[src/design/ssp_pkg.sv]
// Shared types, constants and saturation helpers for the sprite screen projection.
// Depends on nothing; every other file in this folder refers to it by scoped names.
package ssp_pkg;

    localparam int POS_W      = 32;
    localparam int DEN_W      = 32;
    localparam int SCR_W      = 13;
    localparam int CFG_IDX_W  = 3;
    localparam int CFG_DATA_W = 32;
    localparam int SAT_W      = 80;

    typedef enum logic [CFG_IDX_W-1:0] {
        REG_CAMERA_X      = 3'd0,
        REG_CAMERA_Y      = 3'd1,
        REG_FACING_X      = 3'd2,
        REG_FACING_Y      = 3'd3,
        REG_LENS_X        = 3'd4,
        REG_LENS_Y        = 3'd5,
        REG_SCREEN_WIDTH  = 3'd6,
        REG_SCREEN_HEIGHT = 3'd7
    } t_reg_idx;

    localparam logic signed [POS_W-1:0] RST_CAMERA_X      = 32'sd0;
    localparam logic signed [POS_W-1:0] RST_CAMERA_Y      = 32'sd0;
    localparam logic signed [POS_W-1:0] RST_FACING_X      = 32'sd65536;
    localparam logic signed [POS_W-1:0] RST_FACING_Y      = 32'sd0;
    localparam logic signed [POS_W-1:0] RST_LENS_X        = 32'sd0;
    localparam logic signed [POS_W-1:0] RST_LENS_Y        = 32'sd43253;
    localparam logic [SCR_W-1:0]        RST_SCREEN_WIDTH  = 13'd640;
    localparam logic [SCR_W-1:0]        RST_SCREEN_HEIGHT = 13'd480;

    typedef struct packed {
        logic signed [POS_W-1:0] camera_x;
        logic signed [POS_W-1:0] camera_y;
        logic signed [POS_W-1:0] facing_x;
        logic signed [POS_W-1:0] facing_y;
        logic signed [POS_W-1:0] lens_x;
        logic signed [POS_W-1:0] lens_y;
        logic [SCR_W-1:0]        screen_width;
        logic [SCR_W-1:0]        screen_height;
        logic signed [POS_W-1:0] invdet;
    } t_cfg;

    typedef struct packed {
        logic signed [POS_W-1:0] depth;
        logic                    zero;
        logic                    neg;
    } t_div_tag;

    typedef struct packed {
        logic signed [15:0]      column_center;
        logic [15:0]             sprite_extent;
        logic [SCR_W-1:0]        row_begin;
        logic [SCR_W-1:0]        row_finish;
        logic [14:0]             col_begin;
        logic signed [15:0]      col_finish;
        logic signed [POS_W-1:0] depth;
        logic                    in_front;
        logic                    degenerate;
    } t_result;

    function automatic logic signed [31:0] sat32(input logic signed [SAT_W-1:0] v);
        if (v > 80'sd2147483647) begin
            return 32'sh7fffffff;
        end else if (v < -80'sd2147483648) begin
            return 32'sh80000000;
        end
        return v[31:0];
    endfunction

    function automatic logic signed [15:0] sat16(input logic signed [SAT_W-1:0] v);
        if (v > 80'sd32767) begin
            return 16'sh7fff;
        end else if (v < -80'sd32768) begin
            return 16'sh8000;
        end
        return v[15:0];
    endfunction

endpackage

[src/design/ssp_bounds.sv]
// Back pipeline: signed ratio, screen column, extent and clamped draw bounds.
// Depends on ssp_pkg; fed by ssp_div_pipe.
module ssp_bounds #(
    parameter int FRAC_BITS = 16
) (
    input  logic                                    i_clk,
    input  logic                                    i_rst_n,
    input  logic                                    i_en,
    input  logic                                    i_valid,
    input  logic [ssp_pkg::POS_W+FRAC_BITS-1:0]     i_quo_q,
    input  logic [ssp_pkg::POS_W+FRAC_BITS-1:0]     i_quo_e,
    input  ssp_pkg::t_div_tag                       i_tag,
    input  ssp_pkg::t_cfg                           i_cfg,
    output logic                                    o_valid,
    output ssp_pkg::t_result                        o_res
);
    localparam int SW     = ssp_pkg::SAT_W;
    localparam int EXT_W  = ssp_pkg::SCR_W + FRAC_BITS;
    localparam int PROD_W = 46;
    localparam int COL_W  = PROD_W - FRAC_BITS;
    localparam int BW     = ((COL_W > EXT_W) ? COL_W : EXT_W) + 2;
    localparam logic signed [32:0]       ONE_Q = 33'(64'sd1 <<< FRAC_BITS);
    localparam logic signed [PROD_W-1:0] RND   = PROD_W'((64'sd1 <<< FRAC_BITS) - 64'sd1);
    localparam logic signed [BW-1:0]     CB_MAX = BW'(32767);

    logic [3:0] r_valid;

    logic signed [31:0]       r_g_q;
    logic [EXT_W-1:0]         r_g_ext, r_h_ext, r_i_ext;
    logic signed [PROD_W-1:0] r_h_prod;
    logic signed [COL_W-1:0]  r_i_col;
    logic [EXT_W-2:0]         r_i_hext;
    ssp_pkg::t_div_tag        r_g_tag, r_h_tag, r_i_tag;
    ssp_pkg::t_result         r_j_res;

    logic signed [SW-1:0]     n_qs;
    logic signed [32:0]       n_opq;
    logic signed [12:0]       n_hw;
    logic signed [PROD_W-1:0] n_adj;
    logic signed [BW-1:0]     n_col, n_hext, n_hh, n_h, n_w, n_rb, n_rf, n_cb, n_cf, n_cfc;
    ssp_pkg::t_result         n_res;

    assign n_qs  = i_tag.neg ? -signed'(SW'(i_quo_q)) : signed'(SW'(i_quo_q));
    assign n_opq = 33'(r_g_q) + ONE_Q;
    assign n_hw  = signed'({1'b0, i_cfg.screen_width[12:1]});
    assign n_adj = r_h_prod + (r_h_prod[PROD_W-1] ? RND : '0);

    always_comb begin
        n_col  = BW'(r_i_col);
        n_hext = signed'(BW'(r_i_hext));
        n_hh   = signed'(BW'(i_cfg.screen_height[12:1]));
        n_h    = signed'(BW'(i_cfg.screen_height));
        n_w    = signed'(BW'(i_cfg.screen_width));
        n_rb   = n_hh - n_hext;
        n_rf   = n_hext + n_hh;
        n_cb   = n_col - n_hext;
        n_cf   = n_hext + n_col;
        n_cfc  = (n_cf >= n_w) ? n_w : n_cf;

        n_res.column_center = ssp_pkg::sat16(SW'(n_col));
        n_res.sprite_extent = (r_i_ext > EXT_W'(16'hffff)) ? 16'hffff : r_i_ext[15:0];
        n_res.row_begin     = n_rb[BW-1] ? 13'd0 : n_rb[12:0];
        n_res.row_finish    = (n_rf >= n_h) ? i_cfg.screen_height : n_rf[12:0];
        priority if (n_cb[BW-1]) begin
            n_res.col_begin = 15'd0;
        end else if (n_cb > CB_MAX) begin
            n_res.col_begin = 15'h7fff;
        end else begin
            n_res.col_begin = n_cb[14:0];
        end
        n_res.col_finish    = ssp_pkg::sat16(SW'(n_cfc));
        n_res.depth         = r_i_tag.depth;
        n_res.in_front      = !r_i_tag.depth[31] && !r_i_tag.zero;
        n_res.degenerate    = r_i_tag.zero;
    end

    always_ff @(posedge i_clk) begin
        if (!i_rst_n) begin
            r_valid <= '0;
        end else if (i_en) begin
            r_valid <= {r_valid[2:0], i_valid};
        end
    end

    always_ff @(posedge i_clk) begin
        if (i_en) begin
            r_g_q    <= i_tag.zero ? 32'sd0 : ssp_pkg::sat32(n_qs);
            r_g_ext  <= i_tag.zero ? '0 : i_quo_e[EXT_W-1:0];
            r_g_tag  <= i_tag;
            r_h_prod <= PROD_W'(n_hw) * PROD_W'(n_opq);
            r_h_ext  <= r_g_ext;
            r_h_tag  <= r_g_tag;
            r_i_col  <= COL_W'(n_adj >>> FRAC_BITS);
            r_i_hext <= r_h_ext[EXT_W-1:1];
            r_i_ext  <= r_h_ext;
            r_i_tag  <= r_h_tag;
            r_j_res  <= n_res;
        end
    end

    assign o_valid = r_valid[3];
    assign o_res   = r_j_res;

endmodule

[config.mk]
export PLATFORM = sky130hd
export DESIGN_NAME = ssp_bounds
export DESIGN_NICKNAME = d
export VERILOG_FILES = /design/src/design/ssp_pkg.sv /design/src/design/ssp_bounds.sv
export SDC_FILE = /design/constraint.sdc
export NUM_CORES = 2
export LEC_CHECK = 0
export ABC_AREA = 1
export ABC_CLOCK_PERIOD_IN_PS = 7600
export BUFFER_PORTS_ARGS = -buffer_cell sky130_fd_sc_hd__clkbuf_2
export CELL_PAD_IN_SITES_DETAIL_PLACEMENT = 0
export CELL_PAD_IN_SITES_GLOBAL_PLACEMENT = 1
export CORE_ASPECT_RATIO = 2
export CORE_UTILIZATION = 45
export CTS_CLUSTER_DIAMETER = 50
export DETAILED_ROUTE_END_ITERATION = 10
export PLACE_DENSITY = 0.87
export SLEW_MARGIN = 10
export SYNTH_ARGS = -nofsm -noshare
export SYNTH_HDL_FRONTEND = slang
export SYNTH_SLANG_ARGS = --single-unit
export TNS_END_PERCENT = 20
[constraint.sdc]
create_clock -name i_clk -period 7.6 [get_ports i_clk]
set_input_delay 0 -clock i_clk [delete_from_list [all_inputs] [get_ports i_clk]]
set_output_delay 0 -clock i_clk [all_outputs]
set_load 0.02 [all_outputs]
* After elaboration in Yosys (flattened, before gate mapping)
Cells that the tools add are included.
** Operators by class
- Add/subtract/negate cells :: 7
- Reduce and logical (&&, ||, !) cells :: 3
- Multiply operators :: 1
- Muxes and demuxes :: 21
- Magnitude comparators :: 10
** Operator list (number)
- 32-bit 2-to-1 mux :: 4
- 16-bit 2-to-1 mux :: 7
- 80-bit by 32-bit greater-than comparator with 1-bit output, second input constant :: 1
- 80-bit by 32-bit less-than comparator with 1-bit output, second input constant :: 1
- 80-bit 2-to-1 mux :: 1
- 48-bit negator with 80-bit output :: 1
- 46-bit by 16-bit adder with 46-bit output :: 1
- 13-bit by 33-bit multiplier with 46-bit output :: 1
- 32-bit by 18-bit adder with 33-bit output, second input constant :: 1
- 32-bit by 16-bit greater-than comparator with 1-bit output, second input constant :: 1
- 32-bit by 16-bit less-than comparator with 1-bit output, second input constant :: 1
- 29-bit by 30-bit adder with 31-bit output :: 1
- 31-bit by 14-bit greater-or-equal comparator with 1-bit output :: 1
- 31-bit by 16-bit greater-than comparator with 1-bit output, second input constant :: 1
- 30-bit by 29-bit subtractor with 31-bit output :: 1
- 30-bit by 16-bit greater-than comparator with 1-bit output, second input constant :: 1
- 30-bit by 16-bit less-than comparator with 1-bit output, second input constant :: 1
- 28-bit by 12-bit adder with 29-bit output :: 1
- 29-bit by 13-bit greater-or-equal comparator with 1-bit output :: 1
- 29-bit by 16-bit greater-than comparator with 1-bit output, second input constant :: 1
- 12-bit by 28-bit subtractor with 29-bit output :: 1
- 15-bit 2-to-1 mux :: 1
- 13-bit 2-to-1 mux :: 1
- 1-bit 2-to-1 mux :: 7
- other kinds (2) :: 3
** Storage, ports and cells
- Bits of input ports :: 384
- Register bits after elaboration :: 449
- Logic and storage cells :: 65
- Output and inout port bits :: 124

* Depth between registers and ports, before layout
- Depth in word-level cells :: 7
- Depth in mapped cells :: 38
- Mapped depth without buffers :: 37

* Worst setup path after synthesis
No wires, ideal clock.
- Path kind :: reg2reg
- Start point :: register r_g_q[16]
- End point :: register r_h_prod[43], data pin
- Slack :: 0.902 ns
- Data required time :: 7.341 ns
- Stages on the path, launching flop included :: 37
- Library setup time :: 0.259 ns
- Arrival :: 6.439 ns
- Path buffers :: 1
- Cell sequence :: edfxtp_1 -> ha_1 -> nand2_1 -> nor2_1 -> inv_1 -> nor2_1 -> inv_1 -> nor2_1 -> inv_1 -> nor2_1 -> inv_1 -> nor2_1 -> nand4_1 -> nor3_1 -> nor2_1 -> inv_1 -> buf_2 -> nor2_1 -> fa_1 -> fa_1 -> inv_1 -> fa_1 -> inv_1 -> fa_1 -> fa_1 -> ha_1 -> nand2_1 -> nor2_1 -> nand2_1 -> nor4_1 -> nand3_1 -> nand3_1 -> nand3_1 -> nand2_1 -> nand3_1 -> nand2_1 -> xor2_1
** Between the ends
- Longest elaborated chain between the ends :: 2
** RTL lines
- from (decl) :: line ssp_bounds.sv:28 : logic signed [31:0] r_g_q;
- from (signal assigned) :: line ssp_bounds.sv:87 : r_g_q <= i_tag.zero ? 32'sd0 : ssp_pkg::sat32(n_qs);
- 32-bit by 18-bit adder with 33-bit output :: line ssp_bounds.sv:44 : assign n_opq = 33'(r_g_q) + ONE_Q;
- 13-bit by 33-bit multiplier with 46-bit output :: line ssp_bounds.sv:90 : r_h_prod <= PROD_W'(n_hw) * PROD_W'(n_opq);
- to (signal assigned) :: line ssp_bounds.sv:90
- to (decl) :: line ssp_bounds.sv:30 : logic signed [PROD_W-1:0] r_h_prod;
Every way passes these cells.
A chain may end at the register's enable or synchronous reset.

* Worst setup path after layout
Ends and elaborated chain as after synthesis.

==> metrics.log <==
[metrics] number of fill cells in the layout: 7592
[metrics] buffer levels on the longest clock path: 3
[metrics] max-slew violation count: 0
[metrics] Worst-path clk slew: 0.06 ns
[metrics] global routing met1 resource utilization: 24.4%
[metrics] Worst Max-Slew Pin Slew: 1.20 ns
[metrics] CP Data Arrival Time: 7.27 ns
[metrics] pin count of the biggest net entering global routing: 177
[metrics] root buffer cell: sky130_fd_sc_hd__clkbuf_16
[metrics] IO buf count: 264
[metrics] H-tree depth: 2
[metrics] met2 capacity usage during global routing: 50.6%
[metrics] Vias per Instance: 5.16
[metrics] portion of the clock cycle consumed by the worst path in the final layout: 91.3%
[metrics] longest individual stage delay on the worst path: 0.58 ns
[metrics] distinct cell type count after synthesis: 60
[metrics] area taken by flip-flops and latches: 0.0126 mm²
[metrics] class of the tightest hold or removal check: in2reg
[metrics] placer congestion estimate: 0.986
[metrics] row count: 148
[metrics] Max transition margin: 19.3%
[metrics] max cap viols: 0
[metrics] worst hold margin: 0.0676 ns
[metrics] Worst-Skew Late Latency: 0.61 ns
[metrics] top fanout value on the critical path: 10
[metrics] first-pass GRT wire length: 164000 µm
[metrics] Setup Total Neg Slack: 0 ns
[metrics] grt met3 use: 2.85%
[metrics] flip-flop and latch count after synthesis: 421
[metrics] count of routing violations after the opening detailed-route iteration: 1579
[metrics] WL/cell: 18.8 µm
[metrics] buffer count from post-CTS setup fixing: 0
[metrics] fin nets: 5587
[metrics] unrepaired setup endpoints after global routing: no
[metrics] setup violators final: 0
[metrics] mean post-synth cell area: 8.68 µm²
[metrics] total of warnings raised by yosys: 0
[metrics] TritonCTS clock tree: built
[metrics] number of buffers created by CTS: 40
[metrics] sort of element at the start of the critical path: flop
[metrics] footprint of the multi-input gates: 0.0207 mm²
[metrics] commonest cells after routing, fill and taps aside: sky130_fd_sc_hd__nand2_1 (968), sky130_fd_sc_hd__inv_1 (889), sky130_fd_sc_hd__edfxtp_1 (417)
[metrics] post-layout min period: 6.94 ns
[metrics] Post-DP HPWL: 88500 µm
[metrics] largest delay contributor family on the critical path: adder cells
[metrics] buffers and inverters on the worst path: 7
[metrics] sum of routed wire length over all layers: 107000 µm
[metrics] PnR worst setup slack: 0.662 ns
[metrics] Post-Synthesis Cells: 4287
[metrics] net count after synthesis: 5247
[metrics] WP data required: 7.93 ns
[metrics] grt ovf: 0
[metrics] FFs w/ async S/R, synth: 0%
[metrics] most common cell after layout, fill and taps aside: sky130_fd_sc_hd__nand2_1
[metrics] gr usage total: 25.9%
[metrics] initial antenna violation count: 3
[metrics] top-level I/O count: 508
[metrics] final standard cell area without fillers: 0.0421 mm²
[metrics] layer with the highest usage after global routing: met2
[metrics] Detailed Routing Iterations Pass 1: 6
[metrics] instance area after placement: 0.0396 mm²
[metrics] die area: 0.0839 mm²
[metrics] number of synthesized flops with an enable pin: 417
[metrics] endpoint kind of the worst setup timing path: flop
[metrics] vias after detailed routing: 29400
[metrics] vertical extent of the die: 409 µm
[metrics] DRC viols: 0
[metrics] Final Skew: 0.0279 ns
[metrics] critical path class: reg2reg
[metrics] Cell Area, Synth: 0.0372 mm²
[metrics] maximum clock frequency: 144 MHz
[metrics] Die Width: 205 µm
[metrics] cell repeated most along the worst path: sky130_fd_sc_hd__inv_1
[metrics] outcome: finished clean
[metrics] clk sinks: 421
[metrics] count of antenna diodes in the layout: 0
[metrics] Pwr Density: 467 mW/mm²
[metrics] CP max-delay cell: sky130_fd_sc_hd__fa_1
[metrics] area of the core: 0.0817 mm²
[metrics] vias in the first global route: 30900
[metrics] initial cell density of the core: 45.6%
[metrics] top flip-flop cell by instance count after synthesis: sky130_fd_sc_hd__edfxtp_1
[metrics] layout-stage area growth over the synthesis result: 13.1%
[metrics] IR Drop Worst-Case VDD: 381 µV
[metrics] LEAKAGE: 20.6 nW
[metrics] pre-CTS setup slack: 0.511 ns
[metrics] part of the Yosys area used for sequential elements: 33.9%
[metrics] number of hold-slack violations in the final timing report: 0
[metrics] ANT nets after route: 0
[metrics] layout cells sized above 1: 9.46%
-- what timing repair did --
item / in CTS / in global routing
gates resized for setup: 0 / 4
hold buffers: 110 / 0
endpoints found under the hold margin: 202 / 0
endpoints found under the setup margin: 0 / 2
-- per-stage QoR --
step                total power (W)  cells  utilization (%)
CTS                          0.0196   5703             51.5
floorplan                    0.0136   4287                -
finish                       0.0196   5703             51.5
global route                 0.0214   5703             51.5
detailed placement           0.0175   5525             48.5
global placement             0.0173   5525             48.5
-- tightest hold or removal path, cell delays in order --
cell	delay (ns)
sky130_fd_sc_hd__clkbuf_2	0.09
sky130_fd_sc_hd__inv_1	0.06
sky130_fd_sc_hd__nand4_1	0.09
sky130_fd_sc_hd__o21ai_1	0.17
sky130_fd_sc_hd__nor2_1	0.12
-- power breakdown --
part / switching, W / internal (W)
sequential: 0.000295 / 0.00359
clock: 0.000933 / 0.00113
combinational: 0.00869 / 0.00502
-- layout make-up --
cell class                      count  area share [%]
Multi-Input combinational cell   2845            49.2
Sequential cell                   421            29.9
Tap cell                         1050            3.12
Clock inverter                     24           0.758
Inverter                          908            8.10
Timing Repair Buffer              411            6.50
Clock buffer                       44            2.41
-- state kept, by name, summed over array words and instances, names as in the netlist --
signal	count
r_i_col	30
r_h_tag	33
o_res	123
r_h_ext	29
r_h_prod	46
r_g_tag	33
r_valid	4
n_res	33
r_i_ext	29
r_g_q	32
r_g_ext	29
-- layer usage --
| layer | part of all wire, % | up-vias | routed length [µm] |
|---|---|---|---|
| li1 | - | 14000 | - |
| met1 | 33 | 14000 | 35500 |
| met2 | 55 | 1011 | 58800 |
| met3 | 4.2 | 356 | 4500 |
| met4 | 7.9 | 4 | 8460 |
| met5 | 0.026 | - | 28 |
-- cell usage after synthesis (all sizes together), types with 12 or more instances --
cell type	n	share of area (%)
nor4	24	0.44
fa	352	19
nand4	62	1.0
a31oi	12	0.20
clkbuf	73	0.75
xnor2	29	0.68
nor3	50	0.77
nor2	428	4.4
o21ai	98	1.3
xor2	148	3.5
ha	224	7.5
buf	40	0.71
edfxtp	417	34
a21o	17	0.34
o21bai	13	0.29
inv	904	9.1
nand2	979	9.9
a21oi	201	2.7
nand3	141	2.0
-- kinds of logic after synthesis --
| logic type | share of synthesized area, % |
|---|---|
| simple gates | 19.1 |
| other cells | 0.0101 |
| flops | 33.9 |
| compound gates | 5.84 |
| buf+inv | 10.6 |
| fa+ha+maj | 26.5 |
| xor+xnor | 4.16 |
-- final timing paths --
| path | end | slack, ns | depth (start not counted) | startpoint |
|---|---|---|---|---|
| setup reg to reg | r_h_prod[43] | 0.66 | 29 | r_g_q[16] |
| setup / recovery | r_h_prod[43] | 0.66 | 29 | r_g_q[16] |
| hold reg to reg | o_res[30] | 0.42 | 0 | n_res[30] |
| hold / removal | r_g_q[31] | 0.07 | 5 | i_quo_q[47] |
Power figures use the tool's default switching activity.
